<file path="src/rtl/ssd_pkg.sv">
// Shared types, register indexes and helpers for the sampled sensor detection block.
// Holds the payload structs, configuration struct and mode/status codes.
// No dependencies; every other file in rtl/ imports this package.
`timescale 1ns / 1ps
`default_nettype none

package ssd_pkg;

  // Default series step counter width.
  localparam int unsigned STEP_BITS_DEF = 16;

  // Field widths fixed by the interface.
  localparam int unsigned CONC_W   = 32;
  localparam int unsigned CFG16_W  = 16;
  localparam int unsigned SUM_W    = 48;
  localparam int unsigned TIME_W   = 18;
  localparam int unsigned REGIDX_W = 3;
  localparam int unsigned CFGDAT_W = 32;

  // Sampling mode codes.
  typedef enum logic [1:0] {
    MODE_INST = 2'd0,
    MODE_COMP = 2'd1,
    MODE_FILT = 2'd2,
    MODE_BAD  = 2'd3
  } ssd_mode_t;

  // Result status codes.
  localparam logic [1:0] STAT_NONE = 2'd0;
  localparam logic [1:0] STAT_HIT  = 2'd1;
  localparam logic [1:0] STAT_BAD  = 2'd2;

  // Configuration register indexes.
  localparam logic [REGIDX_W-1:0] REG_MODE   = 3'd0;
  localparam logic [REGIDX_W-1:0] REG_START  = 3'd1;
  localparam logic [REGIDX_W-1:0] REG_PERIOD = 3'd2;
  localparam logic [REGIDX_W-1:0] REG_DELAY  = 3'd3;
  localparam logic [REGIDX_W-1:0] REG_LIMIT  = 3'd4;
  localparam logic [REGIDX_W-1:0] REG_VOLUME = 3'd5;

  // Scale used by composite mode: 1.0 in Q8.8.
  localparam logic [CFG16_W-1:0] SCALE_ONE = 16'd256;

  // Input item.
  typedef struct packed {
    logic [CONC_W-1:0] concentration;
    logic              last_sample;
  } ssd_in_t;

  // Result item.
  typedef struct packed {
    logic [1:0]        status;
    logic [TIME_W-1:0] detect_time;
  } ssd_out_t;

  // Configuration register set.
  typedef struct packed {
    ssd_mode_t          sample_mode;
    logic [CFG16_W-1:0] start_step;
    logic [CFG16_W-1:0] sample_period;
    logic [CFG16_W-1:0] lab_delay;
    logic [CONC_W-1:0]  detect_limit;
    logic [CFG16_W-1:0] sample_volume;
  } ssd_cfg_t;

  // A zero start or period behaves as one.
  function automatic logic [CFG16_W-1:0] eff_nonzero(input logic [CFG16_W-1:0] v);
    eff_nonzero = (v == '0) ? CFG16_W'(1) : v;
  endfunction

endpackage

`default_nettype wire

</file>
<file path="src/rtl/ssd_hit_cmp.sv">
// Window threshold compare for the sampled sensor detection block.
// Tests sum * scale > limit * period * 256 exactly; depends on ssd_pkg.
`timescale 1ns / 1ps
`default_nettype none

module ssd_hit_cmp
  import ssd_pkg::*;
(
  input  wire ssd_cfg_t         cfg,
  input  wire logic [SUM_W-1:0] sum,
  output logic                  hit
);

  localparam int unsigned PROD_W = SUM_W + CFG16_W;
  localparam int unsigned RHS_W  = CONC_W + CFG16_W;

  logic [CFG16_W-1:0] scale;
  logic [CFG16_W-1:0] period_eff;
  logic [PROD_W-1:0]  lhs;
  logic [RHS_W-1:0]   rhs_base;
  logic [PROD_W-1:0]  rhs;

  // Filtered mode scales by the sample volume; composite uses 1.0.
  assign scale      = (cfg.sample_mode == MODE_FILT) ? cfg.sample_volume : SCALE_ONE;
  assign period_eff = eff_nonzero(cfg.sample_period);

  // Both products fit in 64 bits, so the compare is exact.
  assign lhs      = PROD_W'(sum) * PROD_W'(scale);
  assign rhs_base = RHS_W'(cfg.detect_limit) * RHS_W'(period_eff);
  assign rhs      = PROD_W'(rhs_base) << 8;

  assign hit = (lhs > rhs);

endmodule

`default_nettype wire

</file>
<file path="src/rtl/sampled_sensor_detection.sv">
// Top level of the sampled sensor detection block.
// Depends on ssd_pkg and ssd_hit_cmp.
//
// Usage: one concentration sample enters per time step on the input channel
// (in_valid / in_stall / in_data); the sample flagged last_sample closes the
// series. Each series produces exactly one result on the output channel
// (out_valid / out_stall / out_data): a detection time, no detection, or an
// invalid mode status. Configuration registers are written through
// cfg_valid / cfg_index / cfg_data; cfg_ready is always high.
// Throughput: one sample per clock while the result channel does not stall.
// A sample passes from the input register through one evaluation stage
// (add, two multiplies and a compare) to the result register, from which
// its result, if any, is transferred.
// Reset clears the series state and loads the register defaults; there is
// no clearing pass, so the block takes samples right after reset.
// When the receiver stalls, the result is held in the result register; if
// the input register is empty, it takes one more sample, then in_stall rises.
`timescale 1ns / 1ps
`default_nettype none

module sampled_sensor_detection
  import ssd_pkg::*;
#(
  parameter int unsigned STEP_BITS = STEP_BITS_DEF
) (
  input  wire logic                clk,
  input  wire logic                rst_n,
  // Sample channel
  input  wire logic                in_valid,
  output logic                     in_stall,
  input  wire ssd_in_t             in_data,
  // Result channel
  output logic                     out_valid,
  input  wire logic                out_stall,
  output ssd_out_t                 out_data,
  // Configuration channel
  input  wire logic                cfg_valid,
  output logic                     cfg_ready,
  input  wire logic [REGIDX_W-1:0] cfg_index,
  input  wire logic [CFGDAT_W-1:0] cfg_data
);

  // Check step width: wide enough for both the counter and a 16-bit start.
  localparam int unsigned CNT_W = (STEP_BITS > CFG16_W) ? STEP_BITS : CFG16_W;
  localparam int unsigned NCS_W = CNT_W + 1;
  localparam int unsigned DT_W  = NCS_W + 1;

  // Configuration registers.
  ssd_cfg_t cfg_r;

  // Input register.
  logic    item_v_r;
  ssd_in_t item_r;

  // Series state.
  logic [STEP_BITS-1:0] step_count_r, step_count_nxt;
  logic [SUM_W-1:0]     window_sum_r, window_sum_nxt;
  logic [NCS_W-1:0]     ncs_r, ncs_nxt;
  logic                 reported_r, reported_nxt;

  // Result register.
  logic     out_v_r;
  ssd_out_t out_r, out_nxt;

  // Evaluation signals.
  logic                 fire;
  logic                 out_free;
  logic [CFG16_W-1:0]   start_eff, period_eff;
  logic [NCS_W-1:0]     load_val, ncs_cur;
  logic [STEP_BITS-1:0] t_val;
  logic                 t_hit, active, bad, proc, inst, windowed;
  logic [SUM_W-1:0]     sum_new, sum_eval;
  logic                 hit, closed, inst_hit, win_hit, rep_after;
  logic                 tail, tail_hit, emit;
  logic [DT_W-1:0]      dtime;

  assign cfg_ready = 1'b1;

  // Configuration writes; indexes beyond the list are ignored.
  always_ff @(posedge clk) begin
    if (!rst_n) begin
      cfg_r.sample_mode   <= MODE_INST;
      cfg_r.start_step    <= CFG16_W'(1);
      cfg_r.sample_period <= CFG16_W'(1);
      cfg_r.lab_delay     <= '0;
      cfg_r.detect_limit  <= '0;
      cfg_r.sample_volume <= '0;
    end else if (cfg_valid && cfg_ready) begin
      unique case (cfg_index)
        REG_MODE:   cfg_r.sample_mode   <= ssd_mode_t'(cfg_data[1:0]);
        REG_START:  cfg_r.start_step    <= cfg_data[CFG16_W-1:0];
        REG_PERIOD: cfg_r.sample_period <= cfg_data[CFG16_W-1:0];
        REG_DELAY:  cfg_r.lab_delay     <= cfg_data[CFG16_W-1:0];
        REG_LIMIT:  cfg_r.detect_limit  <= cfg_data[CONC_W-1:0];
        REG_VOLUME: cfg_r.sample_volume <= cfg_data[CFG16_W-1:0];
        default: begin
        end
      endcase
    end
  end

  // Handshake: the held sample is evaluated whenever the result slot is free.
  assign out_free = !out_v_r || !out_stall;
  assign fire     = item_v_r && out_free;
  assign in_stall = item_v_r && !out_free;

  always_ff @(posedge clk) begin
    if (!rst_n) begin
      item_v_r <= 1'b0;
    end else if (!in_stall) begin
      item_v_r <= in_valid;
    end
  end

  always_ff @(posedge clk) begin
    if (in_valid && !in_stall) begin
      item_r <= in_data;
    end
  end

  // Effective start and period, and the first check step of a series.
  assign start_eff  = eff_nonzero(cfg_r.start_step);
  assign period_eff = eff_nonzero(cfg_r.sample_period);
  assign inst       = (cfg_r.sample_mode == MODE_INST);
  assign windowed   = (cfg_r.sample_mode == MODE_COMP) || (cfg_r.sample_mode == MODE_FILT);

  always_comb begin
    if (inst) begin
      load_val = NCS_W'(start_eff);
    end else if (start_eff > CFG16_W'(1)) begin
      load_val = NCS_W'(start_eff - CFG16_W'(1));
    end else begin
      load_val = NCS_W'(period_eff);
    end
  end

  assign ncs_cur = (step_count_r == '0) ? load_val : ncs_r;

  // Step bookkeeping: a saturated counter stops counting, summing and testing.
  assign active  = !reported_r;
  assign bad     = active && (cfg_r.sample_mode == MODE_BAD);
  assign proc    = active && !bad && !(&step_count_r);
  assign t_val   = step_count_r + STEP_BITS'(1);
  assign t_hit   = (NCS_W'(t_val) == ncs_cur);

  // Window accumulation and threshold test.
  assign sum_new  = window_sum_r + SUM_W'(item_r.concentration);
  assign sum_eval = (proc && !inst) ? sum_new : window_sum_r;

  ssd_hit_cmp u_hit_cmp (
    .cfg (cfg_r),
    .sum (sum_eval),
    .hit (hit)
  );

  assign closed    = proc && !inst && t_hit;
  assign inst_hit  = proc && inst && t_hit && (item_r.concentration > cfg_r.detect_limit);
  assign win_hit   = closed && hit;
  assign rep_after = reported_r || bad || inst_hit || win_hit;

  // End of series without a result: test the open partial window.
  assign tail     = item_r.last_sample && !rep_after;
  assign tail_hit = tail && windowed && !closed && hit;
  assign emit     = bad || inst_hit || win_hit || tail;

  // Detection time; only the low bits are reported.
  always_comb begin
    priority if (inst_hit) begin
      dtime = DT_W'(t_val) - DT_W'(1) + DT_W'(cfg_r.lab_delay);
    end else if (win_hit) begin
      dtime = DT_W'(t_val) + DT_W'(cfg_r.lab_delay);
    end else if (tail_hit) begin
      dtime = DT_W'(ncs_cur) + DT_W'(cfg_r.lab_delay);
    end else begin
      dtime = '0;
    end
  end

  always_comb begin
    if (bad) begin
      out_nxt.status = STAT_BAD;
    end else if (inst_hit || win_hit || tail_hit) begin
      out_nxt.status = STAT_HIT;
    end else begin
      out_nxt.status = STAT_NONE;
    end
    out_nxt.detect_time = dtime[TIME_W-1:0];
  end

  // Next series state; the last sample clears everything.
  always_comb begin
    if (item_r.last_sample) begin
      step_count_nxt = '0;
      window_sum_nxt = '0;
      ncs_nxt        = '0;
      reported_nxt   = 1'b0;
    end else begin
      step_count_nxt = proc ? t_val : step_count_r;
      if (proc && !inst) begin
        window_sum_nxt = closed ? '0 : sum_new;
      end else begin
        window_sum_nxt = window_sum_r;
      end
      ncs_nxt      = (proc && t_hit) ? (ncs_cur + NCS_W'(period_eff)) : ncs_cur;
      reported_nxt = rep_after;
    end
  end

  always_ff @(posedge clk) begin
    if (!rst_n) begin
      step_count_r <= '0;
      window_sum_r <= '0;
      ncs_r        <= '0;
      reported_r   <= 1'b0;
    end else if (fire) begin
      step_count_r <= step_count_nxt;
      window_sum_r <= window_sum_nxt;
      ncs_r        <= ncs_nxt;
      reported_r   <= reported_nxt;
    end
  end

  // Result register: loaded on an emitting step, held while stalled.
  always_ff @(posedge clk) begin
    if (!rst_n) begin
      out_v_r <= 1'b0;
    end else if (fire && emit) begin
      out_v_r <= 1'b1;
    end else if (!out_stall) begin
      out_v_r <= 1'b0;
    end
  end

  always_ff @(posedge clk) begin
    if (fire && emit) begin
      out_r <= out_nxt;
    end
  end

  assign out_valid = out_v_r;
  assign out_data  = out_r;

  // Every series that has not reported yet reports on its last sample.
  a_series_result: assert property (@(posedge clk) disable iff (!rst_n)
    fire && item_r.last_sample && !reported_r |=> out_valid)
    else $error("series ended without a result");

  // The last sample leaves the series state cleared.
  a_series_clear: assert property (@(posedge clk) disable iff (!rst_n)
    fire && item_r.last_sample |=> (step_count_r == '0) && !reported_r
                                   && (window_sum_r == '0))
    else $error("series state not cleared after last sample");

  // Detection time is zero unless the status is a detection.
  a_time_zero: assert property (@(posedge clk) disable iff (!rst_n)
    out_valid && (out_data.status != STAT_HIT) |-> (out_data.detect_time == '0))
    else $error("detect_time set without detection");

  // The input side only stalls behind a held sample and a waiting result.
  a_stall_cause: assert property (@(posedge clk) disable iff (!rst_n)
    in_stall |-> item_v_r && out_v_r && out_stall)
    else $error("input stalled without a pending result");

endmodule

`default_nettype wire

</file>
<file path="config.mk">
export PLATFORM = sky130hd
export DESIGN_NAME = sampled_sensor_detection
export DESIGN_NICKNAME = d
export VERILOG_FILES = /design/src/rtl/ssd_pkg.sv /design/src/rtl/ssd_hit_cmp.sv /design/src/rtl/sampled_sensor_detection.sv
export SDC_FILE = /design/constraint.sdc
export NUM_CORES = 2
export LEC_CHECK = 0
export BUFFER_PORTS_ARGS = -buffer_cell sky130_fd_sc_hd__buf_2
export CORE_ASPECT_RATIO = 0.5
export CORE_UTILIZATION = 30
export CTS_BUF_LIST = sky130_fd_sc_hd__clkbuf_4
export CTS_CLUSTER_DIAMETER = 150
export DETAILED_ROUTE_END_ITERATION = 8
export REMOVE_ABC_BUFFERS = 1
export SLEW_MARGIN = 20
export SYNTH_ARGS = -nofsm -noshare
export SYNTH_HDL_FRONTEND = slang
export SYNTH_SLANG_ARGS = --single-unit
</file>
<file path="constraint.sdc">
create_clock -name clk -period 10.75 [get_ports clk]
set_input_delay 1.6125 -clock clk [delete_from_list [all_inputs] [get_ports clk]]
set_output_delay 1.6125 -clock clk [all_outputs]
set_load 0.01 [all_outputs]
</file>
==> impl_metrics.yaml <==
power_and_ir_drop:
  switching_share_pct: 36.6
  pwr-share-comb_pct: 27.4
  seqPwrFrac_pct: 35.2
  p_int_mw: 1.73
  p_per_area_nw_per_um2: 39.5
  power_switching_mw: 1.00
  p_clk_share_pct: 37.3
  power_mw: 2.73
  ir_drop_mv: 0.0537
  power.leakage_nw: 31.1
worst_setup_path:
  slowest_stage: "fa_1"
  cp.arrival_ns: 11.90
  start_kind: "flip-flop"
  crit_path_frequent_cell: "buf_4"
  worstSetupPathType: "flip-flop to flip-flop"
  crit_family: "adder cells"
  end_kind: "flip-flop"
  critPathRequiredTime_ns: 11.48
  cp.buffers_inverters: 11
  cp_max_fo: 7
  critPathMaxStageDelay_ns: 0.58
floorplan:
  start_util_pct: 30.2
  std_cell_rows: 113
  boundaryPins: 96
  die_w_um: 621
  die_h_um: 312
  die_area_um2: 194000
  coreArea_um2: 190000
timing:
  rsz0062_at_grt: "yes"
  layout_setup_ws_ns: -0.419
  fmax_mhz: 89.5
  relSlewSlack_pct: 25.7
  worst_clock_skew_ns: 0.0975
  finalCriticalPeriod_ns: 11.17
  finalHoldViolCount: 0
  worst_pin_slew_ns: 1.11
  setup_viol: 41
  fin_setup_tns_ns: -15.35
  timing.hold.ws_ns: 0.468
  final_max_slew_viol_count: 0
  fin_crit_sh_pct: 104
route:
  vias: 51700
  drt-wirelength-per-cell_um: 20.4
  ant_nets: 0
  drcViolationCount: 0
  drt_wl_total_mm: 209
  dr.pass1.iters: 8
  vias_per_cell: 5.06
  drt_iter0_markers: 4372
synth:
  synth_area_um2: 57500
  synthSimpleGateAreaFrac_pct: 19.0
  synth-seq-area-share_pct: 9.10
  yosys.area.top_type: "fa_1"
  syn-mean-instance-area_um2: 8.25
  synth_adder_area_share_pct: 46.7
  synth_top_family_by_area: "adder cells"
  ys_ff_latch: 235
  ys_async_sr_fraction_pct: 0
  ys_types: 98
  synth_top_area_share_pct: 37.1
  yosys-top-cells-area: "fa_1, ha_1, nand2_1, inv_1, dfxtp_1"
  synth_edf_count: 53
  synth_cells: 6967
  synthXorXnorAreaFrac_pct: 3.82
  yosysWarnings: 0
  yosys_most_used_dff: "dfxtp_1"
  muxShareOfSynthArea_pct: 0.842
  synth_compound_gate_area_share_pct: 10.5
global_route:
  grt_pass1_wl_mm: 319
  grt_max_degree: 88
  antenna_found_initial: 8
  grt_overflow_total: 0
  groute.usage.overall_pct: 21.4
  grt_pass1_vias: 52300
cells_and_area:
  post-route-util_pct: 36.4
  area_growth_pct: 20.3
  nets: 9212
  drive_above_1_share_pct: 17.8
worst_hold_path:
  holdCritPathClass: "flip-flop to flip-flop"
run_status:
  violations: "negative setup slack"
  status: "complete, but fails checks"
clocking:
  clk_pin_slew_ns: 0.07
  cts_root_buffer: "clkbuf_4"
  insertion_delay_ns: 0.97
  htree_levels: 3
  numCtsBuffers: 76
  cts_sinks: 235
  hold_buffers: 0
  cts_tree: "built"
  clk_path_buf_depth: 3
placed_design:
  gp_congestion: 0.965
  io_buffers: 94
  hpwl_mm: 169
job:
  drv_cap: 0
## power by group through the flow
stage          logic [mW]  clock network, mW  registers [mW]
6_report            0.750               1.02           0.963
5_1_grt             0.796               1.08           0.964
4_1_cts             0.681               1.05           0.962
3_5_place_dp        0.647                  0           0.981
3_3_place_gp        0.645                  0           0.982
2_1_floorplan       0.331                  0           0.973
## cells by family (layout without fill, tap and decap cells)
logic type | count (synthesis) | after routing
AO/OA/AOI/OAI | 935 | 935
multiplexers | 47 | 47
other | 1 | 4
flip-flops | 235 | 235
XOR/XNOR | 249 | 249
AND/OR/NAND/NOR | 2473 | 2473
adder cells (fa/ha/maj) | 1505 | 1505
buffers and inverters | 1522 | 2238
## layout make-up
class | count | area (um2)
Fill cell | 19500 | 121000
Multi-Input combinational cell | 5210 | 48000
Timing Repair Buffer | 957 | 7470
Sequential cell | 235 | 5240
Inverter | 1154 | 4340
Tap cell | 2530 | 3170
Clock buffer | 100 | 751
Clock inverter | 27 | 203
Antenna cell | 3 | 7.51
## final timing paths
| path | startpoint | to | slack [ns] | depth (start not counted) |
|---|---|---|---|---|
| setup / recovery | window_sum_r[0] | out_data[1] | -0.42 | 50 |
| hold / removal | ncs_r[14] | ncs_r[14] | 0.47 | 2 |
| setup reg to reg | window_sum_r[0] | out_data[1] | -0.42 | 50 |
| hold reg to reg | ncs_r[14] | ncs_r[14] | 0.47 | 2 |
## sequential cells by signal (all words and copies together), names as in the netlist
signal	flops
cfg_r	98
item_r	33
item_v_r	1
ncs_r	17
out_data	20
out_valid	1
reported_r	1
step_count_r	16
window_sum_r	48
## Yosys cell counts, drive strengths merged (97+ instances only)
library cell  count
a21oi           329
and2            202
clkbuf          329
dfxtp           182
fa             1065
ha              440
inv            1153
nand2          1321
nand3            97
nor2            481
o21ai           144
xnor2           153
## metal layers
metal,vias to the layer above,part of all wire [%],global-route usage [%]
met3,352,8.1,3.51
met2,2192,44,33.3
li1,23300,-,-
met5,-,0,0
met4,0,3.9,7.46
met1,25900,44,30.0
## stage by stage
stage	area (um2)	cells	setup slack, ns
2_1_floorplan	56000	6599	-1.83
3_3_place_gp	65900	10000	-1.12
4_1_cts	67700	10200	-0.447
3_5_place_dp	65900	10000	-1.25
6_report	69200	10200	-0.419
5_1_grt	69200	10200	-0.689
## cells in the final DEF, fill, tap and decap left out, drive strengths merged, types with 15 or more instances in the layout
| master | n |
|---|---|
| fa | 1065 |
| a21o | 94 |
| inv | 1156 |
| a21oi | 329 |
| nand4 | 59 |
| dfxtp | 182 |
| nand2b | 32 |
| xnor2 | 153 |
| o21a | 35 |
| clkinv | 22 |
| and3 | 25 |
| buf | 954 |
| edfxtp | 53 |
| and2 | 202 |
| a211oi | 32 |
| a21boi | 15 |
| o211ai | 37 |
| clkbuf | 102 |
| o31ai | 18 |
| nand3 | 97 |
| nor4 | 34 |
| nand2 | 1321 |
| mux2i | 39 |
| or3 | 29 |
| nor2 | 481 |
| ha | 440 |
| nor3 | 80 |
| nor2b | 33 |
| o21ai | 144 |
| or2 | 19 |
| a31oi | 32 |
| o21bai | 23 |
| xor2 | 95 |
| a22oi | 46 |
## worst reg2reg max path: cells and delay by family (launching register included)
family / cells / cell delay (ns)
simple gates: 12 / 2.05
buf+inv: 11 / 1.47
xor+xnor: 2 / 0.51
flops: 1 / 0.40
compound gates: 14 / 2.19
fa+ha+maj: 10 / 4.12
mux: 1 / 0.26
## repair_timing
action	CTS	global route
cloned	7	2
pin swaps	85	134
setup endpoints to repair	41	41
buffers inserted	21	48
resized for setup	132	211
Note: power is estimated with default switching activity, not from simulation.
